==> config.mk <==
export PLATFORM = sky130hd
export DESIGN_NAME = cdtext_pack_stream_validator_core
export DESIGN_NICKNAME = d
export VERILOG_FILES = /design/src/hdl/cdtp_pkg.sv /design/src/hdl/cdtp_engine.sv /design/src/hdl/cdtp_queue.sv /design/src/hdl/cdtext_pack_stream_validator_core.sv
export SDC_FILE = /design/constraint.sdc
export NUM_CORES = 1
export LEC_CHECK = 0
export CORE_UTILIZATION = 34
export CTS_BUF_LIST = sky130_fd_sc_hd__clkbuf_8
export DETAILED_ROUTE_END_ITERATION = 12
export DONT_BUFFER_PORTS = 1
export GPL_TIMING_DRIVEN = 0
export HOLD_SLACK_MARGIN = 0.05
export PLACE_DENSITY_LB_ADDON = 0.15
export SYNTH_ARGS = -nofsm -noshare
export SYNTH_HDL_FRONTEND = slang
export SYNTH_SLANG_ARGS = --single-unit
==> constraint.sdc <==
create_clock -name clk -period 9.3 [get_ports clk]
set_input_delay 2.79 -clock clk [delete_from_list [all_inputs] [get_ports clk]]
set_output_delay 2.79 -clock clk [all_outputs]
set_load 0.05 [all_outputs]
==> src/hdl/cdtp_pkg.sv <==
// Shared types, constants and the CRC update for the CD-Text pack validator.
package cdtp_pkg;

    localparam logic [16:0] HDR_LEN      = 17'd4;
    localparam logic [16:0] MIN_LEN      = 17'd22;
    localparam logic [16:0] CNT_MAX      = 17'h1ffff;
    localparam logic [11:0] IDX_MAX      = 12'hfff;
    localparam logic [4:0]  POS_CRC_HI   = 5'd16;
    localparam logic [4:0]  POS_CRC_LO   = 5'd17;
    localparam logic [7:0]  INFO_PACK_ID = 8'h8f;
    localparam logic [15:0] CRC_POLY     = 16'h1021;
    localparam logic [15:0] CRC_INIT     = 16'h0000;
    localparam int          QUEUE_DEPTH  = 4;

    localparam logic [1:0] ST_OK     = 2'd0;
    localparam logic [1:0] ST_STRUCT = 2'd1;
    localparam logic [1:0] ST_SHORT  = 2'd2;
    localparam logic [1:0] ST_CRC    = 2'd3;

    typedef struct packed {
        logic [7:0]  last_track;
        logic [7:0]  first_track;
        logic        info_found;
        logic [11:0] bad_pack_index;
        logic [11:0] recomputed_count;
        logic [11:0] pack_count;
        logic [1:0]  status;
        logic        done_res;
        logic        byte_valid;
        logic [7:0]  data_byte;
    } res_t;

    typedef struct packed {
        logic [1:0] n;
        res_t       r0;
        res_t       r1;
    } push_t;

    function automatic logic [15:0] crc_update(input logic [15:0] crc, input logic [7:0] b);
        logic [15:0] c;
        c = crc ^ {b, 8'h00};
        for (int i = 0; i < 8; i++) begin
            c = c[15] ? ({c[14:0], 1'b0} ^ CRC_POLY) : {c[14:0], 1'b0};
        end
        return c;
    endfunction

endpackage

==> src/hdl/cdtp_engine.sv <==
// Per-byte parse, CRC check and status logic for the CD-Text pack validator.
module cdtp_engine (
    input  logic              clk,
    input  logic              rst_n,
    input  logic              fire,
    input  logic [7:0]        in_byte,
    input  logic              last,
    output cdtp_pkg::push_t   push
);
    import cdtp_pkg::*;

    logic [16:0] total_count_reg, total_count_next;
    logic [15:0] header_length_reg, header_length_next;
    logic [4:0]  pos_reg, pos_next;
    logic [15:0] crc_acc_reg, crc_acc_next;
    logic [7:0]  held_crc_high_reg, held_crc_high_next;
    logic [11:0] pack_index_reg, pack_index_next;
    logic [11:0] fix_count_reg, fix_count_next;
    logic        damage_seen_reg, damage_seen_next;
    logic [11:0] damage_index_reg, damage_index_next;
    logic        is_info_reg, is_info_next;
    logic [15:0] cand_tracks_reg, cand_tracks_next;
    logic        si_latched_reg, si_latched_next;
    logic [15:0] latched_tracks_reg, latched_tracks_next;

    logic [15:0] stored;
    logic [15:0] want;
    logic [7:0]  d0;
    logic [7:0]  d1;
    logic [1:0]  n;
    logic [1:0]  st;
    res_t        fin;

    always_comb
    begin
        total_count_next    = total_count_reg;
        header_length_next  = header_length_reg;
        pos_next            = pos_reg;
        crc_acc_next        = crc_acc_reg;
        held_crc_high_next  = held_crc_high_reg;
        pack_index_next     = pack_index_reg;
        fix_count_next      = fix_count_reg;
        damage_seen_next    = damage_seen_reg;
        damage_index_next   = damage_index_reg;
        is_info_next        = is_info_reg;
        cand_tracks_next    = cand_tracks_reg;
        si_latched_next     = si_latched_reg;
        latched_tracks_next = latched_tracks_reg;
        stored = {held_crc_high_reg, in_byte};
        want   = ~crc_acc_reg;
        d0     = in_byte;
        d1     = in_byte;
        n      = 2'd0;
        st     = ST_OK;
        fin    = '0;
        push   = '0;

        if (fire)
        begin
            if (total_count_reg < HDR_LEN)
            begin
                if (total_count_reg < 17'd2)
                begin
                    header_length_next = {header_length_reg[7:0], in_byte};
                end
                n = 2'd1;
            end
            else if (pos_reg < POS_CRC_HI)
            begin
                case (pos_reg)
                    5'd0:
                    begin
                        is_info_next = (in_byte == INFO_PACK_ID);
                    end
                    5'd1:
                    begin
                        if (in_byte[7])
                        begin
                            is_info_next = 1'b0;
                        end
                    end
                    5'd3:
                    begin
                        if (in_byte[6:4] != 3'd0)
                        begin
                            is_info_next = 1'b0;
                        end
                    end
                    5'd5:
                    begin
                        cand_tracks_next = {in_byte, cand_tracks_reg[7:0]};
                    end
                    5'd6:
                    begin
                        cand_tracks_next = {cand_tracks_reg[15:8], in_byte};
                    end
                    default:
                    begin
                    end
                endcase
                crc_acc_next = crc_update((pos_reg == 5'd0) ? CRC_INIT : crc_acc_reg, in_byte);
                pos_next     = pos_reg + 5'd1;
                n            = 2'd1;
            end
            else if (pos_reg == POS_CRC_HI)
            begin
                held_crc_high_next = in_byte;
                pos_next           = POS_CRC_LO;
                n                  = last ? 2'd1 : 2'd0;
            end
            else
            begin
                if (!damage_seen_reg && stored != want)
                begin
                    if (stored == 16'h0000)
                    begin
                        stored = want;
                        if (fix_count_reg < IDX_MAX)
                        begin
                            fix_count_next = fix_count_reg + 12'd1;
                        end
                    end
                    else
                    begin
                        damage_seen_next  = 1'b1;
                        damage_index_next = pack_index_reg;
                    end
                end
                if (!damage_seen_next && !si_latched_reg && is_info_reg)
                begin
                    si_latched_next     = 1'b1;
                    latched_tracks_next = cand_tracks_reg;
                end
                d0       = stored[15:8];
                d1       = stored[7:0];
                pos_next = 5'd0;
                if (pack_index_reg < IDX_MAX)
                begin
                    pack_index_next = pack_index_reg + 12'd1;
                end
                n = 2'd2;
            end

            if (total_count_reg != CNT_MAX)
            begin
                total_count_next = total_count_reg + 17'd1;
            end

            if (total_count_next < MIN_LEN)
            begin
                st = ST_SHORT;
            end
            else if (pos_next != 5'd0)
            begin
                st = ST_STRUCT;
            end
            else if ({1'b0, header_length_next} != total_count_next - 17'd2)
            begin
                st = ST_STRUCT;
            end
            else
            begin
                st = damage_seen_next ? ST_CRC : ST_OK;
            end

            fin.done_res = 1'b1;
            fin.status   = st;
            if (st == ST_OK || st == ST_CRC)
            begin
                fin.pack_count       = pack_index_next;
                fin.recomputed_count = fix_count_next;
                fin.bad_pack_index   = (st == ST_CRC) ? damage_index_next : 12'd0;
                fin.info_found       = si_latched_next;
                fin.first_track      = si_latched_next ? latched_tracks_next[15:8] : 8'd0;
                fin.last_track       = si_latched_next ? latched_tracks_next[7:0] : 8'd0;
            end

            push.n  = n;
            push.r0 = (last && n == 2'd1) ? fin : '0;
            push.r1 = (last && n == 2'd2) ? fin : '0;
            push.r0.data_byte  = d0;
            push.r0.byte_valid = 1'b1;
            push.r1.data_byte  = d1;
            push.r1.byte_valid = 1'b1;

            if (last)
            begin
                total_count_next    = '0;
                header_length_next  = '0;
                pos_next            = '0;
                crc_acc_next        = '0;
                held_crc_high_next  = '0;
                pack_index_next     = '0;
                fix_count_next      = '0;
                damage_seen_next    = 1'b0;
                damage_index_next   = '0;
                is_info_next        = 1'b0;
                cand_tracks_next    = '0;
                si_latched_next     = 1'b0;
                latched_tracks_next = '0;
            end
        end
    end

    always_ff @(posedge clk or negedge rst_n)
    begin
        if (!rst_n)
        begin
            total_count_reg    <= '0;
            header_length_reg  <= '0;
            pos_reg            <= '0;
            crc_acc_reg        <= '0;
            held_crc_high_reg  <= '0;
            pack_index_reg     <= '0;
            fix_count_reg      <= '0;
            damage_seen_reg    <= 1'b0;
            damage_index_reg   <= '0;
            is_info_reg        <= 1'b0;
            cand_tracks_reg    <= '0;
            si_latched_reg     <= 1'b0;
            latched_tracks_reg <= '0;
        end
        else
        begin
            total_count_reg    <= total_count_next;
            header_length_reg  <= header_length_next;
            pos_reg            <= pos_next;
            crc_acc_reg        <= crc_acc_next;
            held_crc_high_reg  <= held_crc_high_next;
            pack_index_reg     <= pack_index_next;
            fix_count_reg      <= fix_count_next;
            damage_seen_reg    <= damage_seen_next;
            damage_index_reg   <= damage_index_next;
            is_info_reg        <= is_info_next;
            cand_tracks_reg    <= cand_tracks_next;
            si_latched_reg     <= si_latched_next;
            latched_tracks_reg <= latched_tracks_next;
        end
    end

    a_pos_range: assert property (@(posedge clk) disable iff (!rst_n)
        pos_reg <= POS_CRC_LO)
        else $error("pack byte position out of range");

    a_last_clears: assert property (@(posedge clk) disable iff (!rst_n)
        fire && last |=> total_count_reg == 17'd0 && pos_reg == 5'd0)
        else $error("state not cleared after final item");

    a_crc_pair: assert property (@(posedge clk) disable iff (!rst_n)
        fire && pos_reg == POS_CRC_LO |-> push.n == 2'd2)
        else $error("CRC pair not emitted together");

endmodule

==> src/hdl/cdtp_queue.sv <==
// Four-entry result queue that takes up to two results per cycle.
module cdtp_queue (
    input  logic             clk,
    input  logic             rst_n,
    input  cdtp_pkg::push_t  push,
    input  logic             pop,
    output logic             room,
    output logic             head_valid,
    output cdtp_pkg::res_t   head
);
    import cdtp_pkg::*;

    res_t       entry_reg [QUEUE_DEPTH];
    logic [1:0] wr_ptr_reg, wr_ptr_next;
    logic [1:0] rd_ptr_reg, rd_ptr_next;
    logic [2:0] count_reg, count_next;

    assign room       = (count_reg <= 3'd2);
    assign head_valid = (count_reg != 3'd0);
    assign head       = entry_reg[rd_ptr_reg];

    always_comb
    begin
        wr_ptr_next = wr_ptr_reg + push.n;
        rd_ptr_next = pop ? rd_ptr_reg + 2'd1 : rd_ptr_reg;
        count_next  = count_reg + {1'b0, push.n} - {2'b00, pop};
    end

    always_ff @(posedge clk)
    begin
        if (push.n != 2'd0)
        begin
            entry_reg[wr_ptr_reg] <= push.r0;
        end
        if (push.n == 2'd2)
        begin
            entry_reg[wr_ptr_reg + 2'd1] <= push.r1;
        end
    end

    always_ff @(posedge clk or negedge rst_n)
    begin
        if (!rst_n)
        begin
            wr_ptr_reg <= '0;
            rd_ptr_reg <= '0;
            count_reg  <= '0;
        end
        else
        begin
            wr_ptr_reg <= wr_ptr_next;
            rd_ptr_reg <= rd_ptr_next;
            count_reg  <= count_next;
        end
    end

    a_count_max: assert property (@(posedge clk) disable iff (!rst_n)
        count_reg <= 3'd4)
        else $error("queue overflow");

    a_push_room: assert property (@(posedge clk) disable iff (!rst_n)
        push.n != 2'd0 |-> count_reg <= 3'd2)
        else $error("push without room");

    a_pop_drain: assert property (@(posedge clk) disable iff (!rst_n)
        pop && push.n == 2'd0 |=> count_reg == $past(count_reg) - 3'd1)
        else $error("pop did not drain queue");

endmodule

==> src/hdl/cdtext_pack_stream_validator_core.sv <==
// Path: a byte is captured in the input register, and its results are written into the result queue.
// Throughput: one byte per cycle while the result queue has room; CRC byte pairs enter the four-entry queue together.
// Input stalls only while the result queue holds more than two results.
// Reset: rst_n is asynchronous and clears all parse state and the queue.
// After the final byte of a blob the parse state returns to its reset values.
// Top level of the CD-Text pack stream validator.
module cdtext_pack_stream_validator_core (
    input  logic        clk,
    input  logic        rst_n,
    input  logic        s_axis_tvalid,
    output logic        s_axis_tready,
    input  logic [7:0]  s_axis_tdata,   // in_byte
    input  logic        s_axis_tlast,   // last
    output logic        m_axis_tvalid,
    input  logic        m_axis_tready,
    // data_byte, status, pack_count, recomputed_count, bad_pack_index,
    // info_found, first_track, last_track, zero pad
    output logic [63:0] m_axis_tdata,
    output logic        m_axis_tuser,   // byte_valid
    output logic        m_axis_tlast    // done_res
);
    import cdtp_pkg::*;

    logic            in_valid_reg;
    logic [7:0]      in_byte_reg;
    logic            in_last_reg;
    logic            room;
    logic            fire;
    logic            head_valid;
    push_t           push;
    res_t            head;

    assign fire          = in_valid_reg && room;
    assign s_axis_tready = !in_valid_reg || fire;

    always_ff @(posedge clk or negedge rst_n)
    begin
        if (!rst_n)
        begin
            in_valid_reg <= 1'b0;
        end
        else if (s_axis_tready)
        begin
            in_valid_reg <= s_axis_tvalid;
        end
    end

    always_ff @(posedge clk)
    begin
        if (s_axis_tready && s_axis_tvalid)
        begin
            in_byte_reg <= s_axis_tdata;
            in_last_reg <= s_axis_tlast;
        end
    end

    cdtp_engine u_engine (
        .clk     (clk),
        .rst_n   (rst_n),
        .fire    (fire),
        .in_byte (in_byte_reg),
        .last    (in_last_reg),
        .push    (push)
    );

    cdtp_queue u_queue (
        .clk        (clk),
        .rst_n      (rst_n),
        .push       (push),
        .pop        (m_axis_tvalid && m_axis_tready),
        .room       (room),
        .head_valid (head_valid),
        .head       (head)
    );

    assign m_axis_tvalid = head_valid;
    assign m_axis_tuser  = head.byte_valid;
    assign m_axis_tlast  = head.done_res;
    assign m_axis_tdata  = {1'b0, head.last_track, head.first_track, head.info_found,
                            head.bad_pack_index, head.recomputed_count, head.pack_count,
                            head.status, head.data_byte};

endmodule

### Word-level counts from Yosys, hierarchy flattened

Memory sizes are Yosys's and may differ from the RTL's.
Index checks and enable logic that the tools add are counted.
Widths: inputs -> output; s select.

| word-level totals | value |
|---|---|
| output and inout port bits | 68 |
| memory bits (writable) | 260 |
| logic and storage cells | 205 |
| memories kept | 1 |
| register bits after elaboration | 150 |

| operators by class | value |
|---|---|
| reductions and logical operators | 31 |
| magnitude comparators | 7 |
| $add $sub $neg | 10 |
| muxes and demuxes | 107 |
| eq/ne operators | 19 |
| bitwise logic cells | 10 |

Memory list:

| name | words | width | rd ports | clocked after Yosys merged registers in | wr ports | RTL line | text |
|---|---|---|---|---|---|---|---|
| u_queue.entry_reg | 4 | 65 | 1 | 0 | 2 | cdtp_queue.sv:13 | `res_t entry_reg [QUEUE_DEPTH];` |

Operators with widths:

| kind | count |
|---|---|
| $mux 16 | 18 |
| $mux 12 | 19 |
| $mux 132 | 1 |
| $mux 65 | 2 |
| $mux 13 | 8 |
| $mux 8 | 12 |
| $mux 53 | 1 |
| $mux 17 | 3 |
| $pmux 16 s2 | 1 |
| $mux 1 | 27 |
| $mux 5 | 5 |
| $add 12x1->12 const B | 2 |
| $lt 12x12->1 const B | 2 |
| $not 3->3 | 8 |
| $mux 2 | 9 |
| $add 17x1->17 const B | 1 |
| $lt 17x2->1 const B | 1 |
| $lt 17x3->1 const B | 1 |
| $lt 17x5->1 const B | 1 |
| $ne 16x17->1 | 1 |
| $ne 17x17->1 const B | 1 |
| $sub 17x2->17 const B | 1 |
| $logic_not 16->1 | 1 |
| $ne 16x16->1 | 1 |
| other kinds (33) | 57 |

### Longest topological paths before layout

| depth | value |
|---|---|
| word-level depth | 25 |
| mapped depth | 20 |

### Cells and area by module

A second synthesis with hierarchy kept.

| second synthesis, totals | value |
|---|---|
| cells, all modules | 1878 |
| area total of the unflattened synthesis | 23453.7 um^2 |

By module, submodules not included:

| module | cells each | instances | area each (um^2) | seq. area each (um^2) |
|---|---|---|---|---|
| cdtp_queue | 668 | 1 | 13327.8 | 7982.7 |
| cdtp_engine | 1193 | 1 | 9778.1 | 3328.2 |
| cdtext_pack_stream_validator_core | 17 | 1 | 347.8 | 295.3 |

### Worst setup path before layout

No wires, ideal clock.

| path | value |
|---|---|
| path kind | reg-to-reg |
| start | reg u_engine.total_count_reg[2] |
| end | mem u_queue.entry_reg[0][0] (netlist bit) (enable) |
| setup slack | 2.102 ns |
| path buffers | 1 |
| library setup time | 0.585 ns |
| data arrival time | 6.613 ns |
| cell stages (with the launch flop) | 7 |
| cells stage by stage | dfrtp_1 > buf_2 > nor4_2 > nand4_1 > a31oi_1 > nor2_1 > o31ai_1 |

RTL lines:

| what | RTL line | text |
|---|---|---|
| start: declaration | cdtp_engine.sv:12 | `logic [16:0] total_count_reg, total_count_next;` |
| start signal: assignment | cdtp_engine.sv:225 | `total_count_reg <= total_count_next;` |
| end: declaration | cdtp_queue.sv:13 |  |

==> metrics.txt <==
CTS H-Tree Depth 3; post-synthesis instance area about 21000 µm²; placed cell areas between 20000 and 25000 µm²; ys flop type edfxtp_1; Final Hold Fails 0; max incr delay on CP 0.72 ns; cts bufs inserted 74; Num Clock Sinks between 400 and 500; commonest non-fill, non-tap cells in the layout 269 x edfxtp_1, 261 x nor2_1, 192 x nand2_1; via count of the first global-routing pass ~15000; CTS tree done; RSZ-0062 raised after global routing no; clk_lat worst skew roughly 0.65 ns; final wirelength a little over 60 mm; Total Nets Final a little under 2000; Post-CTS Setup Bufs 0; initial antenna violation count 2; root buffer cell clkbuf_8; Setup crit end kind flip-flop; critical path data required time 9.77 ns; CTS Hold Bufs 0; share of layout cells above drive strength 1 roughly 12%; deepest clock path buffer count 3; die height ~250 µm; cell mode on critical path ha_1; drt first pass iters 5; Clock Skew a little under 0.03 ns; remaining global-route overflow 0; number of enable flip-flop cells after synthesis ~270; DRC 0; status completed; post-synthesis average cell area between 10 and 15 µm²; leak pwr ~0.0087 µW; Cell variety after synth between 70 and 80; gpl congestion 0.8804; crit path time final roughly 7 ns; slew margin rel. 23.43%; Final Max Tran Viols 0; first-pass GRT wire length 93.84 mm; IO buf count 0; I/O pin count 81; Largest register FFs 260; Buffers & Inverters on Critical Path 3; Final Cell Area roughly 23000 µm²; Vias 15058; Initial Utilization between 30% and 40%; Final TNS setup 0 ns; sequential share of the synthesized area 55.86%; Synth-to-Final Area Change 12.68%; Crit Path Category flip-flop to flip-flop; nature of the critical path startpoint flip-flop; HP Class flip-flop to flip-flop; die area between 60000 and 70000 µm²; commonest non-fill, non-tap cell in the layout edfxtp_1; worst slew pin tran 1.149 ns; Die Wd 249.2 µm; Final Cycle Share between 70% and 80%; Routed wire per std cell between 20 and 25 µm; placed wire-length estimate roughly 43 mm; via density per instance approximately 5.4; clk slew on worst S/H paths about 0.06 ns; largest net degree at the start of global routing ~140; asr flop ratio synth roughly 34%; Max Clk Rate between 0.1 and 0.15 GHz; Syn Inst Count 1844; ANT nets after route 0; synthesis-stage register bit count 410; crit-path cells ha_1 -> nand4_4 -> or4_1 -> buf_2 -> mux2i_4 -> ha_1 -> o21ai_0 -> nand3b_1 -> o311ai_0 -> nand3_1 -> o31ai_2 -> inv_1 -> ha_1 -> clkbuf_1 -> a21oi_1 -> nand3_1 -> or2_2 -> o21ai_0; Core Region between 60000 and 70000 µm²; maxcap violations 0; Synth Warn # 0; post_cts resized 0; GRT Total Usage between 10% and 20%; pwr dens 306.8 nW/µm²; Worst path slowest cell o311ai_0; Largest delay share family, worst path compound AO/OA/AOI/OAI gates; syn nets ~1900; final setup fails 0; Cell Rows 90; initial drt markers 1132; Max VDD drop about 0.00011 V; Crit path arrival time approximately 7.3 ns; Max FO, Critical Path 9
## power breakdown
| group | switching [µW] | internal, µW |
|---|---|---|
| Sequential | 171 | 2310 |
| Combinational | 2210 | 895 |
| Clock | 765 | 827 |
| Total | 3150 | 4030 |
## stage by stage
step | std cells | hold WS (ns) | power, µW | utilization, % | setup WS (ns)
after global routing | 2774 | 0.5066 | 7550 | 38.78 | 1.951
final | 2775 | 0.4802 | 7182 | 38.79 | 2.427
after global placement | 2626 | 0.4624 | 5605 | 36.04 | -3.600
after detailed placement | 2641 | 0.4708 | 5649 | 36.53 | 2.457
after floorplan | 1844 | 0.4492 | 4798 | - | 2.102
after CTS | 2773 | 0.4838 | 7262 | 38.78 | 2.433
## cell type report
cell class	count	area (µm²)
Sequential cell	410	11610
Multi-Input combinational cell	1258	8522
Fill cell	5841	36950
Inverter	42	157.7
Antenna cell	2	5.005
Clock buffer	81	1115
Clock inverter	51	240.2
Buffer	134	533.0
Tap cell	782	978.4
Timing Repair Buffer	15	254.0
## synth_stat cells (20+ instances only)
cell type / count / area [µm²]
mux2i_1: 83 / 830.8
nor3_1: 33 / 165.2
a22oi_1: 45 / 337.8
a21oi_1: 39 / 195.2
nor2_1: 263 / 987.2
nand2_1: 192 / 720.7
buf_2: 21 / 105.1
dfrtp_1: 141 / 3528
inv_1: 41 / 153.9
mux4_2: 65 / 1464
clkbuf_1: 102 / 382.9
nand2b_1: 20 / 125.1
o21ai_0: 161 / 805.8
xnor2_1: 68 / 595.6
edfxtp_1: 269 / 8078
nand3_1: 28 / 140.1
## tightest hold or removal path: stages (launching register included)
cell and delay [ns]:
dfrtp_1 0.34, nand2_1 0.04, o21ai_0 0.06
## final timing paths
check | cells after the start | endpoint | slack (ns) | from
min | 2 | u_engine.latched_tracks_reg[5] | 0.48 | u_engine.latched_tracks_reg[5]
max reg2reg | 18 | u_queue.entry_reg[0][55] | 2.43 | u_engine.total_count_reg[1]
max | 18 | u_queue.entry_reg[0][55] | 2.43 | u_engine.total_count_reg[1]
min reg2reg | 2 | u_engine.latched_tracks_reg[5] | 0.48 | u_engine.latched_tracks_reg[5]
max in group asynchronous | 0 | u_engine.latched_tracks_reg[2] | 7.22 | rst_n
min in group asynchronous | 0 | u_engine.total_count_reg[11] | 1.85 | rst_n
## cells by family (layout without fill, tap and decap cells)
| family | after synthesis | in the layout | synth area share (%) |
|---|---|---|---|
| compound gates | 354 | 354 | 10.58 |
| xor+xnor | 87 | 87 | 3.800 |
| fa+ha+maj | 15 | 15 | 0.9395 |
| buf+inv | 176 | 323 | 3.324 |
| flops | 410 | 410 | 55.86 |
| mux | 151 | 151 | 11.26 |
| other cells | 1 | 3 | 0.01805 |
| simple gates | 650 | 650 | 14.21 |
## metal layers
metal  up-vias  wire length, µm  GRT usage, %
met5         -                0             0
met4         0             1448         6.825
met3        82             3205         3.406
met2       445            29070         31.87
met1      7594            28100         27.30
li1       6937                -             -
Note: power is estimated with default switching activity, not from simulation.
